### config.mk
export PLATFORM = sky130hd
export DESIGN_NAME = cht_ctrl
export DESIGN_NICKNAME = d
export VERILOG_FILES = /design/src/hw/rtl/cht_pkg.sv /design/src/hw/rtl/cht_ctrl.sv
export SDC_FILE = /design/constraint.sdc
export NUM_CORES = 1
export LEC_CHECK = 0
export CELL_PAD_IN_SITES_DETAIL_PLACEMENT = 2
export CELL_PAD_IN_SITES_GLOBAL_PLACEMENT = 2
export CORE_AREA = 2 2 39 41
export CTS_CLUSTER_SIZE = 40
export DETAILED_ROUTE_END_ITERATION = 10
export DIE_AREA = 0 0 41 43
export DONT_BUFFER_PORTS = 1
export PLACE_DENSITY = 0.62
export SYNTH_ARGS = -nofsm -noshare
export SYNTH_HDL_FRONTEND = slang
export SYNTH_SLANG_ARGS = --single-unit
export TNS_END_PERCENT = 5
### constraint.sdc
create_clock -name i_clk -period 1.3 [get_ports i_clk]
set_input_delay 0.195 -clock i_clk [delete_from_list [all_inputs] [get_ports i_clk]]
set_output_delay 0.195 -clock i_clk [all_outputs]
set_load 0.05 [all_outputs]
### src/hw/rtl/cht_pkg.sv
// Shared types and constants for the color histogram search tree.
package cht_pkg;

    localparam int COLOR_W    = 24;
    localparam int COUNT_W    = 32;
    localparam int DISTINCT_W = 13;
    localparam int STATUS_W   = 2;
    localparam int BPG_W      = 4;

    localparam logic [BPG_W-1:0] BPG_MIN   = 4'd4;
    localparam logic [BPG_W-1:0] BPG_MAX   = 4'd8;
    localparam logic [BPG_W-1:0] BPG_RESET = 4'd5;

    localparam logic [7:0] CHAN_MASK = 8'hff;

    // action codes
    localparam logic ACT_ADD   = 1'b0;
    localparam logic ACT_QUERY = 1'b1;

    // result status codes
    localparam logic [STATUS_W-1:0] STAT_OK     = 2'd0;
    localparam logic [STATUS_W-1:0] STAT_NODATA = 2'd1;
    localparam logic [STATUS_W-1:0] STAT_FULL   = 2'd2;

    typedef enum logic [2:0] {
        ST_IDLE,
        ST_WALK,
        ST_UPDATE,
        ST_LINK,
        ST_RESULT
    } t_state;

    // controller -> datapath
    typedef struct packed {
        logic load;      // take input word, start read of root
        logic step;      // descend one level, read next node
        logic take_hit;  // current node matches key
        logic bump;      // add amount to matched node and total
        logic full;      // pool exhausted
        logic claim;     // write fresh node
        logic link;      // hook fresh node to parent, bump counters
        logic emit;      // load output register
    } t_cmd;

    // datapath -> controller
    typedef struct packed {
        logic in_zero;   // incoming word is an add of zero
        logic node_ok;   // current link points at a live node
        logic hit;       // node color equals key
        logic is_query;
        logic found;
        logic pool_full;
        logic out_free;
    } t_sts;

endpackage

### src/hw/rtl/cht_ctrl.sv
// Sequencer for the tree walk, update and result hand-off.
module cht_ctrl (
    input  logic          i_clk,
    input  logic          i_rst_n,
    input  logic          i_in_valid,
    input  cht_pkg::t_sts i_sts,
    output logic          o_in_ready,
    output cht_pkg::t_cmd o_cmd
);

    cht_pkg::t_state r_state;
    cht_pkg::t_state n_state;

    always_ff @(posedge i_clk) begin
        if (!i_rst_n) begin
            r_state <= cht_pkg::ST_IDLE;
        end else begin
            r_state <= n_state;
        end
    end

    // next state
    always_comb begin
        n_state = r_state;
        case (r_state)
            cht_pkg::ST_IDLE: begin
                if (i_in_valid) begin
                    n_state = i_sts.in_zero ? cht_pkg::ST_RESULT : cht_pkg::ST_WALK;
                end
            end
            cht_pkg::ST_WALK: begin
                if (!i_sts.node_ok || i_sts.hit) begin
                    n_state = cht_pkg::ST_UPDATE;
                end
            end
            cht_pkg::ST_UPDATE: begin
                if (!i_sts.is_query && !i_sts.found && !i_sts.pool_full) begin
                    n_state = cht_pkg::ST_LINK;
                end else begin
                    n_state = cht_pkg::ST_RESULT;
                end
            end
            cht_pkg::ST_LINK: begin
                n_state = cht_pkg::ST_RESULT;
            end
            cht_pkg::ST_RESULT: begin
                if (i_sts.out_free) begin
                    n_state = cht_pkg::ST_IDLE;
                end
            end
            default: begin
                n_state = cht_pkg::ST_IDLE;
            end
        endcase
    end

    // commands
    always_comb begin
        o_cmd      = '0;
        o_in_ready = 1'b0;
        case (r_state)
            cht_pkg::ST_IDLE: begin
                o_in_ready = 1'b1;
                o_cmd.load = i_in_valid;
            end
            cht_pkg::ST_WALK: begin
                if (i_sts.node_ok) begin
                    if (i_sts.hit) begin
                        o_cmd.take_hit = 1'b1;
                    end else begin
                        o_cmd.step = 1'b1;
                    end
                end
            end
            cht_pkg::ST_UPDATE: begin
                if (!i_sts.is_query) begin
                    if (i_sts.found) begin
                        o_cmd.bump = 1'b1;
                    end else if (i_sts.pool_full) begin
                        o_cmd.full = 1'b1;
                    end else begin
                        o_cmd.claim = 1'b1;
                    end
                end
            end
            cht_pkg::ST_LINK: begin
                o_cmd.link = 1'b1;
            end
            cht_pkg::ST_RESULT: begin
                o_cmd.emit = i_sts.out_free;
            end
            default: begin
                o_cmd = '0;
            end
        endcase
    end

endmodule

# Yosys cells after proc, flatten, opt, wreduce, memory -nomap -nowiden
# Index checks and enable logic that the tools add are counted.
# word_totals
elab_cells,37
out_inout_bits,9
register_bits,3
# classes
reduce_logical,9
mux,20
eq_ne,7
# op_table
cell,count
two-way mux 3 bit,7
one-hot mux 3 bit (5 select lines),1
two-way mux 1 bit,9
== test 3 x 2 -> 1 bit (second input constant),2
two-way mux 2 bit,3
inequality test 2 bit (second input constant),3
zero test 1 bit,4
== test 3 x 1 -> 1 bit (second input constant),1
== test 3 bit (second input constant),1
zero test 3 bit,1
AND reduction 3 bit,1
logical AND 1 bit,2
logical OR 1 bit,1

# Depth between registers and ports, before layout
# Gate-level depths: netlist of run 1.
# depth
word_depth,5
mapped_depth,5
mapped_depth_nobuf,4

# Worst setup path after synthesis of run 1
# Ideal clock, no wire load.
# synth_timing
kind,flip-flop to output port
startpoint,register r_state[0]
endpoint,output o_cmd[3] in the netlist's numbering
arrival_time_ns,2.159
path_stages_with_launch,4
slack_ns,-1.054
n_path_buf,1
t_required_ns,1.105
path_cell_list,dfxtp_1 -> buf_6 -> or4b_4 -> nor3b_1
# synth_rtl
item,line,text
start: declaration,cht_ctrl.sv:11,cht_pkg::t_state r_state;
start signal: assignment,cht_ctrl.sv:16,r_state <= cht_pkg::ST_IDLE;
start signal: assignment,cht_ctrl.sv:18,r_state <= n_state;
end: declaration,cht_ctrl.sv:8,output cht_pkg::t_cmd o_cmd

==> results of run 1 <==
[worst reg2reg max path, cell delays in order, from the launching register on]
cell	delay [ns]
dfxtp_2	0.31
or4b_4	0.56
nor3_4	0.17
buf_4	0.15
o21ai_1	0.07
nor2_2	0.09
[power by group through the flow]
| stage | clock (mW) | sequential, mW | combinational (mW) |
|---|---|---|---|
| final | 0.185 | 0.107 | 0.246 |
| after global routing | 0.200 | 0.108 | 0.260 |
| after CTS | 0.186 | 0.107 | 0.244 |
| after detailed placement | 0 | 0.107 | 0.207 |
| after global placement | 0 | 0.106 | 0.202 |
| after floorplan | 0 | 0.104 | 0.148 |
[cell usage in the layout, fill, tap and decap left out]
cell type and count:
buf_6 7, nand2_1 4, buf_12 4, nor3b_4 3
clkbuf_4 3, buf_4 3, nor3_4 2, nor2_2 2
nor2_1 2, nand2b_1 2, nor3_1 2, dfxtp_2 2
inv_4 1, and3_4 1, or4b_4 1, and3b_2 1
and2_4 1, nor3_2 1, inv_1 1, a31o_2 1
o21ai_1 1, nor4_1 1, a21oi_1 1, or4b_1 1
mux2i_1 1, o211ai_2 1, clkbuf_1 1, buf_8 1
dfxtp_1 1
[worst paths after layout]
path | startpoint | to | slack (ns) | cells after the start
max | r_state[2] | o_cmd[3] | -0.44 | 3
min | i_rst_n | r_state[0] | 0.05 | 2
max reg2reg | r_state[2] | r_state[1] | -0.12 | 5
min reg2reg | r_state[2] | r_state[2] | 0.75 | 4
[metal layers]
metal	share of wire	vias up
li1	-	161
met4	0.016	0
met5	0	-
met1	0.31	163
met2	0.61	14
met3	0.060	2
[timing repair]
action	CTS	global route
buffers inserted	1	0
pin swaps	6	0
resized for setup	16	3
setup endpoints to repair	12	12
[logic make-up after synthesis]
group / Yosys count / synth area share
AND/OR/NAND/NOR: 24 / 0.5470
buffers and inverters: 5 / 0.1068
AO/OA/AOI/OAI: 4 / 0.1068
flip-flops: 3 / 0.2051
multiplexers: 1 / 0.03419
[layout make-up]
type | count | area, µm² | share of cell area
Inverter | 2 | 10.01 | 0.01747
Timing Repair Buffer | 15 | 196.4 | 0.3428
Clock buffer | 4 | 26.28 | 0.04585
Sequential cell | 3 | 62.56 | 0.1092
Tap cell | 16 | 20.02 | 0.03493
Multi-Input combinational cell | 29 | 257.7 | 0.4498
[stage by stage]
stage               area, µm²  power, mW  worst slack, ns  hold slack, ns
floorplan               322.8     0.2516          -0.4543          0.2940
global placement        474.2     0.3075          -0.1711          0.3173
detailed placement      474.2     0.3137          -0.2199          0.3287
CTS                     560.5     0.5369          -0.4469         0.07245
global route            573.1     0.5675          -0.4730         0.08425
finish                  573.1     0.5376          -0.4369         0.05172
==> key figures, run 1 <==
Yosys
  – Largest cells by area after synthesis: dfxtp_1 21%, nor3_1 6.8%, nor3_4 5.6%
  – Post-synth top area share: 0.2051
  – Synth warn: 0
  – Asr flop ratio synth: 0
  – Top post-synthesis cells by count: 4 x nand2_1, 4 x nor3_1, 3 x dfxtp_1, 3 x nor2_1
  – Cells after Synth: 37
  – Post-Synthesis Cell Area: 292.8 µm²
  – Register area share after synthesis: 0.2051
  – Synthesized flop and latch total: 3
  – Ys flop type: dfxtp_1
  – Syn Nets: 47
  – Syn avg cell area: 7.913 µm²
  – Yosys cell types: 24
  – Area leader, netlist: dfxtp_1
  – EDFF count, synth: 0

Pwr
  – Maximum vdd drop: 0.3804 mV
  – Clock share of power: 0.343
  – Combinational fraction of design power: 0.458
  – Total power per unit cell area: 938.2 mW/mm²
  – LEAKAGE: 0.2390 nW
  – Sequential group share of total power: 0.199
  – P_sw: 205.7 µW
  – Internal: 331.9 µW
  – Sw Share: 0.3826

Placed design
  – Placed Instances: 64
  – DP HPWL: 840.6 µm
  – Placer Congestion: 0.7363
  – PortBufs: 0

GRT
  – First-pass GRT wire length: 1.738 mm
  – Initial antenna violation count: 0
  – Gr ovfl total: 0
  – Global Route met2 Usage: 0.2875
  – Grt met3 use: 0.05759
  – Largest net degree at the start of global routing: 10
  – Vias in the first global route: 392
  – Gr usage total: 0.1525
  – M1 GR Usage: 0.1282
  – Busiest grt layer: met2

STA
  – Worst Max-Slew Pin Slew: 0.2482 ns
  – Peak Freq: 575.7 MHz
  – # setup viols final: 12
  – Fin worst setup slack: -0.4369 ns
  – Clock Skew: 0.004724 ns
  – Min cycle time layout: 1.737 ns
  – Setup TNS: -2.511 ns
  – Slew Limit Fails: 0
  – Slew headroom: 0.8333
  – Final hold vios: 0
  – Final Cycle Share: 1.336
  – RSZ-0062 raised after global routing: true

Critical path
  – Delay-heaviest family, CP: simple AND/OR/NAND/NOR gates
  – CP max stage delay: 0.56 ns
  – CP cell instances: or4b_4 -> nor3b_4 -> buf_12
  – Crit end category: primary output
  – Crit path arrival time: 1.54 ns
  – Crit path launch type: flop
  – Slowest cell on crit path: or4b_4
  – CP Buf/Inv Count: 1
  – Kind of critical path: reg -> out
  – Req. time, crit path: 1.11 ns
  – Crit path max fanout: 3

Floorplan
  – Row count: 14
  – Num ports: 19
  – Starting density of the core: 0.2116
  – Die footprint: 0.001763 mm²
  – Core box area: 0.001384 mm²
  – Die Y: 43 µm
  – Die width: 41 µm

Final layout
  – Final non-filler cell total: 69
  – Filler instances: 154
  – Top reg by flops: r_state
  – Ant diodes: 0
  – Layout Nets: 64
  – Layout area overhead: 95.73%
  – Biggest registers after layout: r_state (3)
  – Layout cell share with drive strength beyond 1: 0.6604
  – Post-Route Utilization: 0.4141
  – Max reg flops: 3

Status
  – Failing checks: negative setup slack
  – Status: finished with violations

Clock tree
  – H-tree depth: 1
  – Worst-Skew Late Latency: 0.25 ns
  – Clock Tree Buf Depth: 2
  – Post-CTS Hold Buffers: 0
  – CTS Root Cell: clkbuf_4
  – CTS tree: yes
  – TritonCTS Sinks: 3
  – Clock transition at path regs: 0.04 ns
  – Cts bufs inserted: 3

Drt
  – DRT Pass-1 Iters: 2
  – ANT nets after route: 0
  – Drt via density: 4.928
  – Total wire length: 1.100 mm
  – DR DRC count: 0
  – Detailed router's first-iteration violation count: 2
  – Drt wl/cell: 15.94 µm
  – Vias: 340

Min path
  – Hold crit path type: in -> reg

Flow run
  – Max-cap check violation count: 0
Power figures use the tool's default switching activity.
==> inputs of run 2 (changes only) <==
PLACE_DENSITY = unset   (was 0.62)
PLACE_DENSITY_LB_ADDON = 0.1   (was unset)
==> run 2 against run 1 <==
Compared with the run above: final cell count is 1.4% lower; sequential cell count unchanged; non-clock buffer count fell by 1; total power down 6.7%; maximum frequency rose by 0.15%; cell area fell by 3.3%; count of clock-buffer cells in the layout unchanged; die area is the same; the flow still finishes with violations (negative setup slack); first-iteration DRC count down 50%; largest power group unchanged; critical endpoint unchanged.
==> key figures, run 2 (same netlist as run 1, synthesis figures left out) <==
Floorplan
  – Core box area: 0.001384 mm²
  – Die footprint: 0.001763 mm²
  – Num ports: 19
  – Die Y: 43 µm
  – Starting density of the core: 0.2116
  – Row count: 14
  – Die width: 41 µm

Placed design
  – Placer Congestion: 0.7018
  – PortBufs: 0
  – DP HPWL: 855.7 µm
  – Placement Setup Slack: -0.2174 ns

Status
  – Failing checks: negative setup slack
  – Status: finished with violations

Critical path
  – Worst setup path endpoint: o_cmd[3]
  – Slowest cell on crit path: or4b_4
  – Req. time, crit path: 1.11 ns
  – Crit. Startpoint: r_state[2]
  – RR Endpoint: r_state[0]
  – Crit path max fanout: 3
  – Worst path depth: 3
  – RR Startpoint: r_state[2]
  – Delay-heaviest family, CP: simple AND/OR/NAND/NOR gates
  – CP max stage delay: 0.56 ns
  – CP cell instances: or4b_4 -> nor3b_4 -> buf_12
  – Crit end category: primary output
  – Crit path arrival time: 1.54 ns
  – R2R Setup Slk: -0.08 ns
  – CP Buf/Inv Count: 1
  – Kind of critical path: reg -> out
  – Cells on worst reg2reg path: 5
  – Crit path launch type: flop

Pwr
  – Total power per unit cell area: 904.9 mW/mm²
  – Maximum vdd drop: 0.3922 mV
  – Tot Pwr: 501.5 µW
  – LEAKAGE: 0.2304 nW

STA
  – Slew Limit Fails: 0
  – Clock Skew: 0.0009043 ns
  – Peak Freq: 576.6 MHz
  – Fin worst setup slack: -0.4344 ns
  – Worst Max-Slew Pin Slew: 0.2243 ns
  – Fin Hold WS: 0.07356 ns
  – Final hold vios: 0
  – Slew headroom: 0.8491
  – Final Cycle Share: 1.334
  – Setup TNS: -2.042 ns
  – Min cycle time layout: 1.734 ns
  – RSZ-0062 raised after global routing: true
  – # setup viols final: 11

Min path
  – Hold crit path type: in -> reg

Final layout
  – Commonest non-fill, non-tap cell in the layout: buf_6
  – Ant diodes: 0
  – Layout cell share with drive strength beyond 1: 0.6346
  – Post-Route Utilization: 0.4005
  – Max reg flops: 3
  – Layout area overhead: 89.32%
  – Top reg by flops: r_state
  – Layout Nets: 63
  – Commonest cells after routing, fill and taps aside: 6 x buf_6, 4 x nand2_1, 4 x buf_4, 4 x buf_12, 3 x clkbuf_4
  – Biggest registers after layout: r_state (3)

GRT
  – Gr ovfl total: 0
  – Vias in the first global route: 410
  – Gr usage total: 0.1463
  – Largest net degree at the start of global routing: 10
  – First-pass GRT wire length: 1.683 mm
  – Initial antenna violation count: 0

Clock tree
  – Worst-Skew Late Latency: 0.23 ns
  – CTS tree: yes
  – Post-CTS Hold Buffers: 0
  – CTS Root Cell: clkbuf_4
  – TritonCTS Sinks: 3
  – Post-CTS setup buffers: 0
  – Clock transition at path regs: 0.03 ns
  – H-tree depth: 1
  – Cts bufs inserted: 3
  – Clock Tree Buf Depth: 2

Drt
  – Vias: 335
  – Drt via density: 4.926
  – DRT Pass-1 Iters: 2
  – ANT nets after route: 0
  – Detailed router's first-iteration violation count: 1
  – DR DRC count: 0
  – Total wire length: 1.062 mm
  – Drt wl/cell: 15.62 µm

Flow run
  – Max-cap check violation count: 0
-- run 2: where the power goes --
| part | switching (mW) | internal [mW] | leakage [nW] |
|---|---|---|---|
| logic | 0.127 | 0.106 | 0.190 |
| registers | 0.00546 | 0.102 | 0.0253 |
| clock network | 0.0462 | 0.115 | 0.0150 |
-- run 2: what timing repair did --
action	in CTS	in global routing
pin swaps	4	3
gates resized for setup	7	7
endpoints found under the setup margin	12	12
gates cloned	0	0
-- run 2: layer usage --
| layer | vias to the layer above | wire, µm | GRT usage |
|---|---|---|---|
| met4 | 0 | 10 | 0.1200 |
| li1 | 159 | - | - |
| met1 | 163 | 355 | 0.1342 |
| met3 | 2 | 44 | 0.02618 |
| met2 | 11 | 651 | 0.2531 |
| met5 | - | 0 | 0 |
-- run 2: worst min path at each step --
stage	start	endpoint	slack, ns	cells past startpoint
2_1_floorplan	i_rst_n	r_state[0]	0.29	2
3_3_place_gp	i_rst_n	r_state[0]	0.32	2
3_5_place_dp	i_rst_n	r_state[0]	0.32	2
4_1_cts	i_rst_n	r_state[0]	0.07	2
5_1_grt	i_rst_n	r_state[0]	0.06	2
6_report	i_rst_n	r_state[0]	0.07	2
-- run 2: through the flow --
| step | cells | cell area (µm²) |
|---|---|---|
| after floorplan | 37 | 322.8 |
| after global placement | 64 | 474.2 |
| after detailed placement | 64 | 474.2 |
| after CTS | 68 | 525.5 |
| after global routing | 68 | 554.3 |
| final | 68 | 554.3 |
-- run 2: final cells by class --
class | count | area [µm²]
Clock buffer | 4 | 26.28
Fill cell | 159 | 829.5
Inverter | 2 | 7.507
Multi-Input combinational cell | 29 | 260.3
Sequential cell | 3 | 62.56
Tap cell | 16 | 20.02
Timing Repair Buffer | 14 | 177.7
==> inputs of run 3 (changes only) <==
CELL_PAD_IN_SITES_DETAIL_PLACEMENT = 0   (was 2)
==> run 3 against run 2 <==
Compared with the run above: the flow still finishes with violations (negative setup slack); cell area is 2.3% lower; non-clock buffer count stayed put; critical path depth stayed put; first-iteration DRC count stayed put; total power is 1.0% lower; sequential cell count stayed put; die area stayed put; sequential share of layout area is 0.26 points higher; count of clock-buffer cells in the layout stayed put; maximum frequency is 2.0% higher; combinational power is 4% lower; critical path type unchanged; critical endpoint unchanged; largest power group unchanged; highest routed layer unchanged.
==> key figures, run 3 (same netlist as run 1, synthesis figures left out) <==
Clock tree
  – H-tree depth: 1
  – Clock transition at path regs: 0.04 ns
  – TritonCTS Sinks: 3
  – Worst-Skew Late Latency: 0.23 ns
  – Cts bufs inserted: 3
  – Clock Tree Buf Depth: 2
  – Post-CTS setup buffers: 0
  – CTS tree: yes
  – CTS Root Cell: clkbuf_4

Final layout
  – Max reg flops: 3
  – Biggest registers after layout: r_state (3)
  – Layout area overhead: 85.04%
  – Layout cell share with drive strength beyond 1: 0.6154
  – Top reg by flops: r_state
  – Post-Route Utilization: 0.3915
  – Filler instances: 152
  – Ant diodes: 0
  – Commonest cells after routing, fill and taps aside: 6 x buf_6, 4 x nand2_1, 4 x buf_4, 4 x buf_12
  – Commonest non-fill, non-tap cell in the layout: buf_6
  – Layout Nets: 63
  – Final non-filler cell total: 68

STA
  – RSZ-0062 raised after global routing: true
  – Final Cycle Share: 1.308
  – Clock Skew: 0.0006136 ns
  – # setup viols final: 10
  – Min cycle time layout: 1.701 ns
  – Fin worst setup slack: -0.4008 ns
  – Final hold vios: 0
  – Peak Freq: 587.9 MHz
  – Slew Limit Fails: 0
  – Slew headroom: 0.8466
  – Worst Max-Slew Pin Slew: 0.2280 ns

GRT
  – Gr ovfl total: 0
  – Vias in the first global route: 325
  – Largest net degree at the start of global routing: 10
  – First-pass GRT wire length: 1.331 mm
  – Gr usage total: 0.1143
  – Initial antenna violation count: 0

Placed design
  – PortBufs: 0
  – Placer Congestion: 0.7018
  – Placed Instances: 64
  – DP HPWL: 657.1 µm

Critical path
  – Kind of critical path: reg -> out
  – Slowest cell on crit path: or4b_4
  – Crit path arrival time: 1.51 ns
  – Req. time, crit path: 1.11 ns
  – Cells on worst reg2reg path: 5
  – RR Startpoint: r_state[2]
  – CP cell instances: or4b_4 -> nor3b_4 -> buf_12
  – Crit path launch type: flop
  – CP max stage delay: 0.56 ns
  – R2R Setup Slk: -0.10 ns
  – Crit end category: primary output
  – RR Endpoint: r_state[0]
  – Crit path max fanout: 3

Pwr
  – LEAKAGE: 0.2252 nW
  – Maximum vdd drop: 0.4156 mV
  – Total power per unit cell area: 916.1 mW/mm²
  – Tot Pwr: 496.3 µW

Floorplan
  – Core box area: 0.001384 mm²
  – Row count: 14
  – Die Y: 43 µm
  – Die footprint: 0.001763 mm²
  – Starting density of the core: 0.2116
  – Num ports: 19
  – Die width: 41 µm

Drt
  – Vias: 310
  – Drt wl/cell: 12.28 µm
  – DR DRC count: 0
  – Drt via density: 4.559
  – Total wire length: 835 µm
  – ANT nets after route: 0
  – DRT Pass-1 Iters: 2
  – Detailed router's first-iteration violation count: 1

Status
  – Failing checks: negative setup slack
  – Status: finished with violations

Flow run
  – Max-cap check violation count: 0

Min path
  – Hold crit path type: in -> reg
  – Worst Hold End: r_state[0]
  – Min-delay src: i_rst_n
  – Min-Delay Path Depth: 2
[run 3: worst max-delay path by stage]
stage          slack [ns]  cells after the start       start       end
4_1_cts             -0.41                      3  r_state[2]  o_cmd[3]
3_5_place_dp        -0.19                      3  r_state[0]  o_cmd[3]
6_report            -0.40                      3  r_state[2]  o_cmd[3]
5_1_grt             -0.44                      3  r_state[2]  o_cmd[3]
2_1_floorplan       -0.45                      3  r_state[2]  o_cmd[0]
3_3_place_gp        -0.17                      3  r_state[0]  o_cmd[3]
[run 3: timing repair]
action | 4_1_cts | 5_1_grt
endpoints found under the setup margin | 12 | 12
pin swaps | 4 | 2
hold buffers | 0 | 0
resized for setup | 9 | 4
[run 3: per-layer routing]
layer	GRT usage	vias to the layer above	routed length [µm]
li1	-	161	-
met2	0.1750	12	462
met5	0	-	0
met4	0.1000	0	16
met1	0.1250	135	312
met3	0.02094	2	43
[run 3: per-stage QoR]
step,hold WS (ns),area [µm²],setup TNS [ns],setup slack (ns)
2_1_floorplan,0.2940,322.8,-3.197,-0.4543
3_3_place_gp,0.3172,474.2,-0.5055,-0.1705
3_5_place_dp,0.3123,474.2,-0.5969,-0.1861
4_1_cts,0.06693,529.3,-2.000,-0.4082
5_1_grt,0.08203,541.8,-2.585,-0.4387
6_report,0.07124,541.8,-1.931,-0.4008
[run 3: worst max-delay path: cells and delay by family, from the launching register on]
family	cells	cell delay, ns
buf+inv	1	0.16
flops	1	0.31
simple gates	2	0.79
[run 3: area by class of cell]
cell class | count | area (µm²) | area share
repair buffers | 14 | 177.7 | 0.3279
clock buffers | 4 | 26.28 | 0.04850
multi-input cells | 29 | 245.2 | 0.4527
flip-flops and latches | 3 | 62.56 | 0.1155
inverters | 2 | 10.01 | 0.01848
well taps | 16 | 20.02 | 0.03695
[run 3: report_power, final]
part           switching, mW  leakage (nW)  internal [mW]
Clock                 0.0511        0.0150          0.115
Combinational          0.122         0.185          0.101
Sequential           0.00477        0.0253          0.102
Total                  0.178         0.225          0.318
